--- config.mk ---
export PLATFORM = sky130hd
export DESIGN_NAME = text_visualize_number_filter
export DESIGN_NICKNAME = d
export VERILOG_FILES = /design/src/hdl/tvnf_pkg.sv /design/src/hdl/tvnf_regs.sv /design/src/hdl/tvnf_front.sv /design/src/hdl/tvnf_queue.sv /design/src/hdl/tvnf_back.sv /design/src/hdl/text_visualize_number_filter.sv
export SDC_FILE = /design/constraint.sdc
export NUM_CORES = 1
export LEC_CHECK = 0
export ABC_AREA = 1
export ABC_CLOCK_PERIOD_IN_PS = 5650
export CAP_MARGIN = 20
export CELL_PAD_IN_SITES_DETAIL_PLACEMENT = 1
export CELL_PAD_IN_SITES_GLOBAL_PLACEMENT = 2
export CORE_ASPECT_RATIO = 0.8
export CORE_MARGIN = 2
export CORE_UTILIZATION = 42
export CTS_BUF_LIST = sky130_fd_sc_hd__clkbuf_16
export CTS_CLUSTER_DIAMETER = 150
export DETAILED_ROUTE_END_ITERATION = 16
export DONT_BUFFER_PORTS = 1
export PLACE_DENSITY_LB_ADDON = 0.08
export SLEW_MARGIN = 15
export SYNTH_ARGS = -nofsm -noshare
export SYNTH_HDL_FRONTEND = slang
export SYNTH_SLANG_ARGS = --single-unit
--- constraint.sdc ---
create_clock -name clk -period 5.65 [get_ports clk]
set_input_delay 1.13 -clock clk [delete_from_list [all_inputs] [get_ports clk]]
set_output_delay 1.13 -clock clk [all_outputs]
set_load 0.1 [all_outputs]
--- src/hdl/tvnf_pkg.sv ---
// shared types, constants and character codes for the text visualize number filter
package tvnf_pkg;

  // line number digits and derived widths
  localparam int NUMBER_DIGITS = 6;
  localparam int NUM_W         = 4 * NUMBER_DIGITS;
  localparam int GLYPH_MAX     = 4;
  localparam int MAX_RESULTS   = NUMBER_DIGITS + 1 + GLYPH_MAX;
  localparam int POS_W         = $clog2(MAX_RESULTS + 1);
  localparam int GCNT_W        = 3;

  // item queue between front and back
  localparam int QUEUE_DEPTH = 4;
  localparam int QPTR_W      = $clog2(QUEUE_DEPTH);

  // register port
  localparam int ADDR_W = 5;
  localparam int DATA_W = 32;
  localparam int IDX_W  = ADDR_W - 2;

  // register indexes
  localparam logic [IDX_W-1:0] REG_NUMBER_MODE      = 3'd0;
  localparam logic [IDX_W-1:0] REG_SQUEEZE_BLANK    = 3'd1;
  localparam logic [IDX_W-1:0] REG_SHOW_ENDS        = 3'd2;
  localparam logic [IDX_W-1:0] REG_SHOW_TABS        = 3'd3;
  localparam logic [IDX_W-1:0] REG_SHOW_NONPRINTING = 3'd4;

  // numbering modes
  localparam logic [1:0] MODE_NONE     = 2'd0;
  localparam logic [1:0] MODE_ALL      = 2'd1;
  localparam logic [1:0] MODE_NONBLANK = 2'd2;

  // newline run saturation
  localparam logic [1:0] RUN_MAX = 2'd3;
  localparam logic [1:0] RUN_BLANK_LIMIT = 2'd2;

  // character codes
  localparam logic [7:0] CH_TAB    = 8'h09;
  localparam logic [7:0] CH_NL     = 8'h0A;
  localparam logic [7:0] CH_SPACE  = 8'h20;
  localparam logic [7:0] CH_DOLLAR = 8'h24;
  localparam logic [7:0] CH_DASH   = 8'h2D;
  localparam logic [7:0] CH_ZERO   = 8'h30;
  localparam logic [7:0] CH_QUEST  = 8'h3F;
  localparam logic [7:0] CH_I      = 8'h49;
  localparam logic [7:0] CH_M      = 8'h4D;
  localparam logic [7:0] CH_CARET  = 8'h5E;
  localparam logic [6:0] CH_DEL7   = 7'h7F;
  localparam logic [7:0] CTRL_OFS  = 8'd64;
  localparam logic [6:0] CTRL_LIM7 = 7'd32;

  // configuration seen by the datapath
  typedef struct packed {
    logic [1:0] number_mode;
    logic       squeeze_blank;
    logic       show_ends;
    logic       show_tabs;
    logic       show_nonprinting;
  } cfg_t;

  // one classified item: optional number prefix plus up to four glyph bytes
  typedef struct packed {
    logic [NUM_W-1:0]           number;
    logic [NUMBER_DIGITS-1:0]   blank;
    logic                       has_number;
    logic [GLYPH_MAX-1:0][7:0]  glyph;
    logic [GCNT_W-1:0]          glyph_cnt;
  } item_t;

endpackage

--- src/hdl/tvnf_regs.sv ---
// configuration register file behind the apb-style port
module tvnf_regs (
  input  logic                        clk,
  input  logic                        rst,
  input  logic                        psel,
  input  logic                        penable,
  input  logic                        pwrite,
  input  logic [tvnf_pkg::ADDR_W-1:0] paddr,
  input  logic [tvnf_pkg::DATA_W-1:0] pwdata,
  output logic [tvnf_pkg::DATA_W-1:0] prdata,
  output logic                        pready,
  output tvnf_pkg::cfg_t              cfg
);
  import tvnf_pkg::*;

  logic [IDX_W-1:0] idx;
  logic             wr;

  assign pready = 1'b1;
  assign idx    = paddr[ADDR_W-1:2];
  assign wr     = psel && penable && pwrite && pready;

  // register writes
  always_ff @(posedge clk) begin
    if (rst) begin
      cfg <= '0;
    end else if (wr) begin
      case (idx)
        REG_NUMBER_MODE:      cfg.number_mode      <= pwdata[1:0];
        REG_SQUEEZE_BLANK:    cfg.squeeze_blank    <= pwdata[0];
        REG_SHOW_ENDS:        cfg.show_ends        <= pwdata[0];
        REG_SHOW_TABS:        cfg.show_tabs        <= pwdata[0];
        REG_SHOW_NONPRINTING: cfg.show_nonprinting <= pwdata[0];
        default: ;
      endcase
    end
  end

  // read mux
  always_comb begin
    unique case (idx)
      REG_NUMBER_MODE:      prdata = DATA_W'(cfg.number_mode);
      REG_SQUEEZE_BLANK:    prdata = DATA_W'(cfg.squeeze_blank);
      REG_SHOW_ENDS:        prdata = DATA_W'(cfg.show_ends);
      REG_SHOW_TABS:        prdata = DATA_W'(cfg.show_tabs);
      REG_SHOW_NONPRINTING: prdata = DATA_W'(cfg.show_nonprinting);
      default:              prdata = '0;
    endcase
  end

endmodule

--- src/hdl/tvnf_front.sv ---
// front end: accepts input bytes, tracks line state and classifies each byte
module tvnf_front (
  input  logic                 clk,
  input  logic                 rst,
  input  tvnf_pkg::cfg_t       cfg,
  input  logic                 s_tvalid,
  output logic                 s_tready,
  input  logic [7:0]           s_tdata,
  input  logic                 full,
  output logic                 push,
  output tvnf_pkg::item_t      push_item
);
  import tvnf_pkg::*;

  // bcd increment that holds at all nines
  function automatic logic [NUM_W-1:0] bcd_advance(input logic [NUM_W-1:0] v);
    logic [NUM_W-1:0] r;
    logic             carry;
    logic             all9;
    r     = v;
    carry = 1'b1;
    all9  = 1'b1;
    for (int d = 0; d < NUMBER_DIGITS; d++) begin
      if (v[4*d +: 4] != 4'd9) all9 = 1'b0;
      if (carry) begin
        if (v[4*d +: 4] >= 4'd9) begin
          r[4*d +: 4] = 4'd0;
        end else begin
          r[4*d +: 4] = v[4*d +: 4] + 4'd1;
          carry = 1'b0;
        end
      end
    end
    if (all9) r = v;
    return r;
  endfunction

  logic             after_newline;
  logic [1:0]       newline_run;
  logic [NUM_W-1:0] line_number;

  logic             accept;
  logic             nl;
  logic             line_start;
  logic [1:0]       newline_run_next;
  logic             drop;
  logic             numbered;
  logic [7:0]       b;
  logic [6:0]       c7;
  logic [7:0]       t0;
  logic [7:0]       t1;
  logic [GCNT_W-1:0] tn;
  logic             lead;

  assign s_tready   = !full;
  assign accept     = s_tvalid && s_tready;
  assign b          = s_tdata;
  assign c7         = b[6:0];
  assign nl         = (b == CH_NL);
  assign line_start = after_newline;

  // newline run and squeeze decision
  always_comb begin
    if (!nl) begin
      newline_run_next = line_start ? 2'd0 : newline_run;
    end else if (newline_run < RUN_MAX) begin
      newline_run_next = newline_run + 2'd1;
    end else begin
      newline_run_next = newline_run;
    end
  end

  assign drop     = cfg.squeeze_blank && (newline_run_next > RUN_BLANK_LIMIT);
  assign numbered = line_start && !drop &&
                    ((cfg.number_mode == MODE_ALL) ||
                     ((cfg.number_mode == MODE_NONBLANK) && !nl));
  assign push     = accept && !drop;

  // caret form of the low seven bits
  always_comb begin
    if (c7 < CTRL_LIM7) begin
      t0 = CH_CARET;
      t1 = 8'(c7) + CTRL_OFS;
      tn = GCNT_W'(2);
    end else if (c7 == CH_DEL7) begin
      t0 = CH_CARET;
      t1 = CH_QUEST;
      tn = GCNT_W'(2);
    end else begin
      t0 = 8'(c7);
      t1 = 8'h00;
      tn = GCNT_W'(1);
    end
  end

  // glyph bytes for the input byte
  always_comb begin
    push_item.glyph     = '0;
    push_item.glyph_cnt = GCNT_W'(1);
    if (nl) begin
      if (cfg.show_ends) begin
        push_item.glyph[0]  = CH_DOLLAR;
        push_item.glyph[1]  = CH_NL;
        push_item.glyph_cnt = GCNT_W'(2);
      end else begin
        push_item.glyph[0]  = CH_NL;
      end
    end else if (b == CH_TAB) begin
      if (cfg.show_tabs) begin
        push_item.glyph[0]  = CH_CARET;
        push_item.glyph[1]  = CH_I;
        push_item.glyph_cnt = GCNT_W'(2);
      end else begin
        push_item.glyph[0]  = CH_TAB;
      end
    end else if (!cfg.show_nonprinting) begin
      push_item.glyph[0] = b;
    end else if (b[7]) begin
      push_item.glyph[0]  = CH_M;
      push_item.glyph[1]  = CH_DASH;
      push_item.glyph[2]  = t0;
      push_item.glyph[3]  = t1;
      push_item.glyph_cnt = GCNT_W'(2) + tn;
    end else begin
      push_item.glyph[0]  = t0;
      push_item.glyph[1]  = t1;
      push_item.glyph_cnt = tn;
    end
  end

  // number prefix with leading zeros marked blank
  always_comb begin
    lead = 1'b1;
    push_item.blank = '0;
    for (int d = NUMBER_DIGITS - 1; d >= 0; d--) begin
      if (line_number[4*d +: 4] != 4'd0 || d == 0) lead = 1'b0;
      push_item.blank[d] = lead;
    end
    push_item.number     = line_number;
    push_item.has_number = numbered;
  end

  // line state
  always_ff @(posedge clk) begin
    if (rst) begin
      after_newline <= 1'b1;
      newline_run   <= 2'd1;
      line_number   <= NUM_W'(1);
    end else if (accept) begin
      after_newline <= nl;
      newline_run   <= newline_run_next;
      if (numbered) line_number <= bcd_advance(line_number);
    end
  end

endmodule

--- src/hdl/tvnf_queue.sv ---
// short item queue between the front and back ends
module tvnf_queue (
  input  logic            clk,
  input  logic            rst,
  input  logic            push,
  input  tvnf_pkg::item_t push_item,
  output logic            full,
  input  logic            pop,
  output tvnf_pkg::item_t head,
  output logic            empty
);
  import tvnf_pkg::*;

  item_t             slots [QUEUE_DEPTH];
  logic [QPTR_W-1:0] wr_ptr;
  logic [QPTR_W-1:0] rd_ptr;
  logic [QPTR_W:0]   count;

  assign full  = (count == (QPTR_W+1)'(QUEUE_DEPTH));
  assign empty = (count == '0);
  assign head  = slots[rd_ptr];

  // storage
  always_ff @(posedge clk) begin
    if (push) slots[wr_ptr] <= push_item;
  end

  // pointers and fill count
  always_ff @(posedge clk) begin
    if (rst) begin
      wr_ptr <= '0;
      rd_ptr <= '0;
      count  <= '0;
    end else begin
      if (push) wr_ptr <= wr_ptr + QPTR_W'(1);
      if (pop)  rd_ptr <= rd_ptr + QPTR_W'(1);
      if (push && !pop)      count <= count + (QPTR_W+1)'(1);
      else if (pop && !push) count <= count - (QPTR_W+1)'(1);
    end
  end

endmodule

--- src/hdl/tvnf_back.sv ---
// back end: expands the head item into output bytes, one per unstalled cycle
module tvnf_back (
  input  logic            clk,
  input  logic            rst,
  input  tvnf_pkg::item_t head,
  input  logic            empty,
  output logic            pop,
  output logic            m_tvalid,
  input  logic            m_tready,
  output logic [7:0]      m_tdata,
  output logic            m_tlast
);
  import tvnf_pkg::*;

  logic [POS_W-1:0] pos;
  logic [POS_W-1:0] total;
  logic [POS_W-1:0] gpos;
  logic [7:0]       cur_byte;
  logic             is_last;
  logic             load;
  logic             emit;
  logic [3:0]       digit;
  logic             digit_blank;

  // byte count of the head item
  assign total = (head.has_number ? POS_W'(NUMBER_DIGITS + 1) : POS_W'(0)) +
                 POS_W'(head.glyph_cnt);
  assign gpos    = head.has_number ? pos - POS_W'(NUMBER_DIGITS + 1) : pos;
  assign is_last = (pos == total - POS_W'(1));

  // digit at the current column
  always_comb begin
    digit       = 4'd0;
    digit_blank = 1'b0;
    for (int i = 0; i < NUMBER_DIGITS; i++) begin
      if (pos == POS_W'(i)) begin
        digit       = head.number[4*(NUMBER_DIGITS-1-i) +: 4];
        digit_blank = head.blank[NUMBER_DIGITS-1-i];
      end
    end
  end

  // byte at the current position
  always_comb begin
    if (head.has_number && pos < POS_W'(NUMBER_DIGITS)) begin
      cur_byte = digit_blank ? CH_SPACE : (CH_ZERO + 8'(digit));
    end else if (head.has_number && pos == POS_W'(NUMBER_DIGITS)) begin
      cur_byte = CH_TAB;
    end else begin
      cur_byte = head.glyph[gpos[$clog2(GLYPH_MAX)-1:0]];
    end
  end

  assign load = !m_tvalid || m_tready;
  assign emit = load && !empty;
  assign pop  = emit && is_last;

  // position within the item
  always_ff @(posedge clk) begin
    if (rst) begin
      pos <= '0;
    end else if (emit) begin
      pos <= is_last ? '0 : pos + POS_W'(1);
    end
  end

  // output register
  always_ff @(posedge clk) begin
    if (rst) begin
      m_tvalid <= 1'b0;
    end else if (load) begin
      m_tvalid <= emit;
    end
  end

  always_ff @(posedge clk) begin
    if (emit) begin
      m_tdata <= cur_byte;
      m_tlast <= is_last;
    end
  end

  // an idle back end sits at the first byte
  a_idle_pos: assert property (@(posedge clk) disable iff (rst)
    empty |-> pos == '0)
    else $error("back end position not cleared while queue empty");

  // the position never runs past the item
  a_pos_range: assert property (@(posedge clk) disable iff (rst)
    !empty |-> pos < total)
    else $error("back end position beyond item length");

  // finishing an item restarts at its first byte and shows the final flag
  a_pop_last: assert property (@(posedge clk) disable iff (rst)
    pop |=> pos == '0 && m_tvalid && m_tlast)
    else $error("item end not marked on the output");

endmodule

--- src/hdl/text_visualize_number_filter.sv ---
// top level of the text visualize number filter
// Renders a text byte stream the way a cat-style tool does with its display
// options: optional right-aligned six-digit line numbers and a tab before each
// line (all lines or non-blank ones), squeezing of blank line runs, '$' before
// newlines, '^I' for tabs and caret / M- notation for control and high bytes.
// Each input byte yields one to eleven output bytes, the last one marked with
// m_tlast; a squeezed blank line yields none and a numbered line start adds
// seven. The output register emits one byte per cycle, also for bytes that
// render to one byte, unless m_tready stalls it or the queue is empty. A
// four-item queue sits between the classifier and the expander, so input is
// accepted while an expansion is still being sent. Registers are to be
// written through the APB-style port while the stream is idle; the block does
// not enforce this. s_tlast marks file ends and does not change the rendering.
module text_visualize_number_filter (
  input  logic                        clk,
  input  logic                        rst,
  input  logic                        s_tvalid,
  output logic                        s_tready,
  input  logic [7:0]                  s_tdata,   // in_byte
  input  logic                        s_tlast,   // end_of_file
  output logic                        m_tvalid,
  input  logic                        m_tready,
  output logic [7:0]                  m_tdata,   // out_byte
  output logic                        m_tlast,   // last
  input  logic                        psel,
  input  logic                        penable,
  input  logic                        pwrite,
  input  logic [tvnf_pkg::ADDR_W-1:0] paddr,
  input  logic [tvnf_pkg::DATA_W-1:0] pwdata,
  output logic [tvnf_pkg::DATA_W-1:0] prdata,
  output logic                        pready
);
  import tvnf_pkg::*;

  cfg_t  cfg;
  item_t push_item;
  item_t head;
  logic  push;
  logic  pop;
  logic  full;
  logic  empty;

  // configuration registers
  tvnf_regs u_regs (
    .clk     (clk),
    .rst     (rst),
    .psel    (psel),
    .penable (penable),
    .pwrite  (pwrite),
    .paddr   (paddr),
    .pwdata  (pwdata),
    .prdata  (prdata),
    .pready  (pready),
    .cfg     (cfg)
  );

  // classifier and line state
  tvnf_front u_front (
    .clk       (clk),
    .rst       (rst),
    .cfg       (cfg),
    .s_tvalid  (s_tvalid),
    .s_tready  (s_tready),
    .s_tdata   (s_tdata),
    .full      (full),
    .push      (push),
    .push_item (push_item)
  );

  // item queue
  tvnf_queue u_queue (
    .clk       (clk),
    .rst       (rst),
    .push      (push),
    .push_item (push_item),
    .full      (full),
    .pop       (pop),
    .head      (head),
    .empty     (empty)
  );

  // byte expander
  tvnf_back u_back (
    .clk      (clk),
    .rst      (rst),
    .head     (head),
    .empty    (empty),
    .pop      (pop),
    .m_tvalid (m_tvalid),
    .m_tready (m_tready),
    .m_tdata  (m_tdata),
    .m_tlast  (m_tlast)
  );

endmodule
; After elaboration in Yosys (flattened, before gate mapping)
; Memories as Yosys holds them, arrays and structs flattened. A register that Yosys moved wholly into a read port is not among the register bits.
; Cells that the tools add are included.
[classes]
bitwise_logic = 1
n_addsub = 18
muxes = 95
n_reduce_logical = 43
order_cmp = 11
n_eq_ne = 23
[ops]
columns = operator, count
row1 = $mux 19, 3
row2 = $mux 4, 14
row3 = $mux 16, 3
row4 = $mux 8, 6
row5 = $mux 1, 46
row6 = $add 4x1->4 const B, 7
row7 = $mux 7, 4
row8 = $ge 4x4->1 const B, 6
row9 = $mux 24, 1
row10 = $ne 4x4->1 const B, 6
row11 = $reduce_and 4->1, 5
row12 = $reduce_bool 4->1, 5
row13 = $mux 2, 9
row14 = $bmux 8 s2, 1
row15 = $eq 8x4->1 const B, 2
row16 = $mux 3, 5
row17 = $logic_and 1x1->1, 14
row18 = $eq 4x3->1 const B, 3
row19 = $mux 6, 2
row20 = $pmux 2 s5, 1
row21 = $reduce_and 2->1, 5
row22 = $add 7x7->8 const B, 1
row23 = $eq 4x2->1 const B, 2
row24 = $add 6x4->7 const A, 1
row25 = 27 further kinds, 39
[word_totals]
regBits = 54
elab_cells = 212
memories = 1
ramBits = 260
out_inout_bits = 44
in_bits = 53
[memory_table]
columns = memory, depth, word_bits, read_ports, rd_ports_with_merged_regs, write_ports, line_no
row1 = u_queue.slots, 4, 65, 1, 1, 1, tvnf_queue.sv:14  ; item_t slots [QUEUE_DEPTH];

; Longest topological paths before layout
[logic_depth]
depth_word = 28
mapped_depth = 24
mapped_depth_nobuf = 21

; Modules after synthesis
; From an unflattened synthesis, not the netlist that was laid out.
[hier_totals]
cells_unflattened = 1436
area_unflattened_um2 = 15661.3
[modules_own_cells]
columns = module, cells_each, n_inst, area_each_um2, seq_area_each_um2
row1 = tvnf_queue, 696, 1, 10826.6, 8107.8
row2 = tvnf_front, 413, 1, 2692.6, 540.5
row3 = tvnf_back, 232, 1, 1545.2, 370.4
row4 = tvnf_regs, 95, 1, 596.8, 120.1

; Least setup slack after synthesis
; No wires, ideal clock.
[synth_timing]
path_type = register to register
start = register u_queue.count[1]
end = memory u_queue.slots[0][0] in the netlist's numbering, enable pin
path_stages_with_launch = 7
arrival_ns = 4.390
synth_period_minus_slack_ns = 4.877
t_required_ns = 5.164
slack_ns = 0.773
path_cell_list = dfxtp_1 -> inv_1 -> nand3_1 -> nand2_1 -> inv_1 -> nand2_4 -> nor2_1
[synth_between]
elab_chain_cells = 6
[synth_rtl]
columns = element, line_no
row1 = start: declaration, tvnf_queue.sv:17  ; logic [QPTR_W:0] count;
row2 = start signal: assignment, tvnf_queue.sv:37  ; if (push && !pop) count <= count + (QPTR_W+1)'(1);
row3 = start signal: assignment, tvnf_queue.sv:38  ; else if (pop && !push) count <= count - (QPTR_W+1)'(1);
row4 = $eq 3x3->1, tvnf_queue.sv:19  ; assign full = (count == (QPTR_W+1)'(QUEUE_DEPTH));
row5 = $logic_not 1->1, tvnf_front.sv:55  ; assign s_tready = !full;
row6 = named net s_tready, text_visualize_number_filter.sv:18  ; output logic s_tready,
row7 = $logic_and 1x1->1, tvnf_front.sv:56  ; assign accept = s_tvalid && s_tready;
row8 = $logic_and 1x1->1, tvnf_front.sv:77  ; assign push = accept && !drop;
row9 = $mux 1, tvnf_queue.sv:25  ; if (push) slots[wr_ptr] <= push_item;
row10 = $mux 1 (not written as such), tvnf_queue.sv:25
row11 = end: declaration, tvnf_queue.sv:14
; The timed path passes the listed nets, and every way through them passes these cells.

==> results.json <==
{
  "status": "finished clean",
  "cp-endpoint": "u_queue.count[1]$_SDFFE_PP0P_",
  "worst_pin_slew_ns": 1.12,
  "layout-drive-gt1-share_pct": 6.39,
  "cp.required_ns": 6.05,
  "place_area_um2": 14600,
  "synth_seq_cells": 312,
  "num_antenna_cells": 0,
  "hold_violations": 0,
  "start_kind": "register",
  "slew_viol_final": 0,
  "cts_sinks": 312,
  "async_reset_ff_share_pct": 0,
  "grt_first_pass_wirelength_um": 56500,
  "viasPerCell": 5.32,
  "p_leak_nw": 5.98,
  "powerDensity_nw_per_um2": 450,
  "synth_edf_count": 265,
  "ys_seq_area_share_pct": 62.3,
  "cts_tree": "done",
  "endpoint_kind": "register",
  "cts-hold-fix-buffers": 0,
  "htreeDepth": 2,
  "vias": 9800,
  "path_clk_slew_ns": 0.06,
  "synth_cell_types": 47,
  "final_common_cell": "nand2_1",
  "grt_pass1_vias": 9553,
  "numCtsBuffers": 36,
  "drc": 0,
  "rsz0062_at_grt": "no",
  "gp_congestion": 0.778,
  "layout_common_cells": "nand2_1 (275), edfxtp_1 (265), inv_1 (151)",
  "num_rows": 60,
  "relSlewSlack_pct": 25.4,
  "reg2reg_depth": 18,
  "arrival_ns": 4.59,
  "synth-main-ff-cell": "edfxtp_1",
  "die_width_um": 210,
  "ys_warn_count": 0,
  "initial_core_util_pct": 42.5,
  "critPathKind": "register to register",
  "cts-root-buf": "clkbuf_16",
  "clock.fmax_ghz": 0.238,
  "grt_overflow": 0,
  "period_minus_slack_ns": 4.20,
  "synthCells": 1382,
  "r2r_end": "u_queue.count[1]$_SDFFE_PP0P_",
  "cts_resized": 0,
  "setup_viol": 0,
  "cts_buffer_depth": 3,
  "area_delta_synth_final_pct": 9.38,
  "port_buffers": 0,
  "grt_use_total_pct": 21.0,
  "fillCellCount": 3723,
  "die_h_um": 169,
  "ant_nets": 0,
  "drtIter0Drc": 580,
  "post-cts-setup-buffer-count": 0,
  "core_um2": 33600,
  "postSynthAreaPerCell_um2": 10.3,
  "cp_max_fo": 61,
  "finalCritPeriodShare_pct": 74.3,
  "max-cap-violations": 0,
  "die_area_um2": 35500,
  "antenna_found_initial": 0,
  "place_hpwl_um": 22500,
  "drt_pass1_iterations": 6,
  "ios": 97,
  "synth_area_um2": 14300,
  "final_area_um2": 15600,
  "final_nets": 1475,
  "finClkSkew_ns": 0.0116,
  "critical_path.cell_chain": "buf_4 > nand3_2 > nand2_4 > ha_1 > inv_1 > ha_1 > inv_1 > fa_1 > xnor2_1 > xor2_1 > nand3_1 > nor2_2 > inv_2 > ha_1 > inv_1 > fa_1 > o21ai_0 > a21oi_1",
  "critPathMaxStageDelay_ns": 0.70,
  "wl_um": 36800,
  "r2r_slack_ns": 1.45,
  "clk_latency_ns": 0.52,
  "crit_path_top_delay_cell": "buf_4",
  "routedWlPerCell_um": 20.0,
  "fin_setup_tns_ns": 0,
  "vdd_ir_drop_max_v": 0.000294,
  "hp-class": "register to register",
  "grt_start_max_net_pins": 77
}
==> cells by family after synthesis <==
| group | after synthesis | share of synthesized area (%) |
|---|---|---|
| buffers and inverters | 230 | 7.40 |
| DFF | 312 | 62.3 |
| other | 2 | 0.0526 |
| and+or+nand+nor | 578 | 17.5 |
| adders and majority gates | 38 | 3.44 |
| AOI/OAI and AO/OA | 206 | 8.18 |
| xor gates and xnor gates | 16 | 1.11 |
==> synth_stat cells (all sizes together), types with 5 or more instances <==
cell type	number	share of area [%]
o211ai	12	0.63
o22ai	15	0.66
nand3	136	4.8
ha	36	3.2
nand4	6	0.26
inv	145	3.8
xor2	13	0.93
edfxtp	265	56
nand3b	7	0.37
o21ai	76	2.7
nor3	21	0.88
a31oi	5	0.22
nand2	285	7.7
nor2	116	3.1
a22o	9	0.55
buf	78	3.4
a21oi	78	2.7
clkbuf	6	0.16
dfxtp	47	6.6
==> sequential cells by signal, indices dropped and copies added, names as in the netlist, named ones only <==
register,count
u_back.m_tdata,8
u_back.m_tlast,1
u_back.m_tvalid,1
u_back.pos,4
u_front.after_newline,1
u_front.line_number,24
u_front.newline_run,2
u_queue.count,3
u_queue.rd_ptr,2
u_queue.slots,256
u_queue.wr_ptr,2
u_regs.cfg,6
==> how the worst min path moves through the flow <==
| stage | startpoint | end | slack [ns] | cells after the start |
|---|---|---|---|---|
| floorplan | u_front.after_newline$_SDFFE_PP1P_ | u_front.after_newline$_SDFFE_PP1P_ | 0.44 | 2 |
| global placement | u_front.after_newline$_SDFFE_PP1P_ | u_front.after_newline$_SDFFE_PP1P_ | 0.45 | 2 |
| detailed placement | u_front.after_newline$_SDFFE_PP1P_ | u_front.after_newline$_SDFFE_PP1P_ | 0.46 | 2 |
| CTS | u_front.after_newline$_SDFFE_PP1P_ | u_front.after_newline$_SDFFE_PP1P_ | 0.47 | 2 |
| global route | u_front.after_newline$_SDFFE_PP1P_ | u_front.after_newline$_SDFFE_PP1P_ | 0.50 | 2 |
| finish | u_front.after_newline$_SDFFE_PP1P_ | u_front.after_newline$_SDFFE_PP1P_ | 0.46 | 2 |
==> critical path, delay by kind of cell, from the launching register on <==
family,cells,cell delay (ns)
AND/OR/NAND/NOR,4,0.74
AO/OA/AOI/OAI,2,0.22
adder cells (fa/ha/maj),5,1.38
flip-flops,1,0.33
buffers and inverters,5,1.02
XOR/XNOR,2,0.37
==> routing by layer <==
metal	vias up	global-route usage (%)	wire length, µm
li1	4656	-	-
met2	214	31.5	15700
met3	47	3.06	1730
met4	0	4.66	599
met1	4883	32.1	18700
met5	-	0	0
==> where the power goes <==
group | internal, mW | switching, mW | total (mW)
sequential | 2.78 | 0.344 | 3.12
combinational | 0.471 | 1.35 | 1.82
clock | 1.18 | 0.898 | 2.07
==> final cells by class <==
class | count | area, µm² | area share (%)
Clock inverter | 26 | 106 | 0.681
Multi-Input combinational cell | 877 | 4500 | 28.8
Inverter | 146 | 551 | 3.53
Sequential cell | 312 | 8900 | 57.0
Clock buffer | 37 | 926 | 5.93
Tap cell | 434 | 543 | 3.48
Timing Repair Buffer | 11 | 82.6 | 0.529
==> through the flow <==
stage | util (%) | setup WS [ns] | power (mW) | hold slack [ns] | std cells
after floorplan | - | 0.773 | 4.46 | 0.436 | 1419
after global placement | 43.4 | 1.58 | 4.97 | 0.446 | 1780
after detailed placement | 43.4 | 1.44 | 5.01 | 0.456 | 1780
after CTS | 46.5 | 1.42 | 7.09 | 0.469 | 1843
after global routing | 46.5 | 1.03 | 7.38 | 0.500 | 1843
final | 46.5 | 1.45 | 7.02 | 0.464 | 1843
No activity file was read; power rests on OpenSTA's default activity.
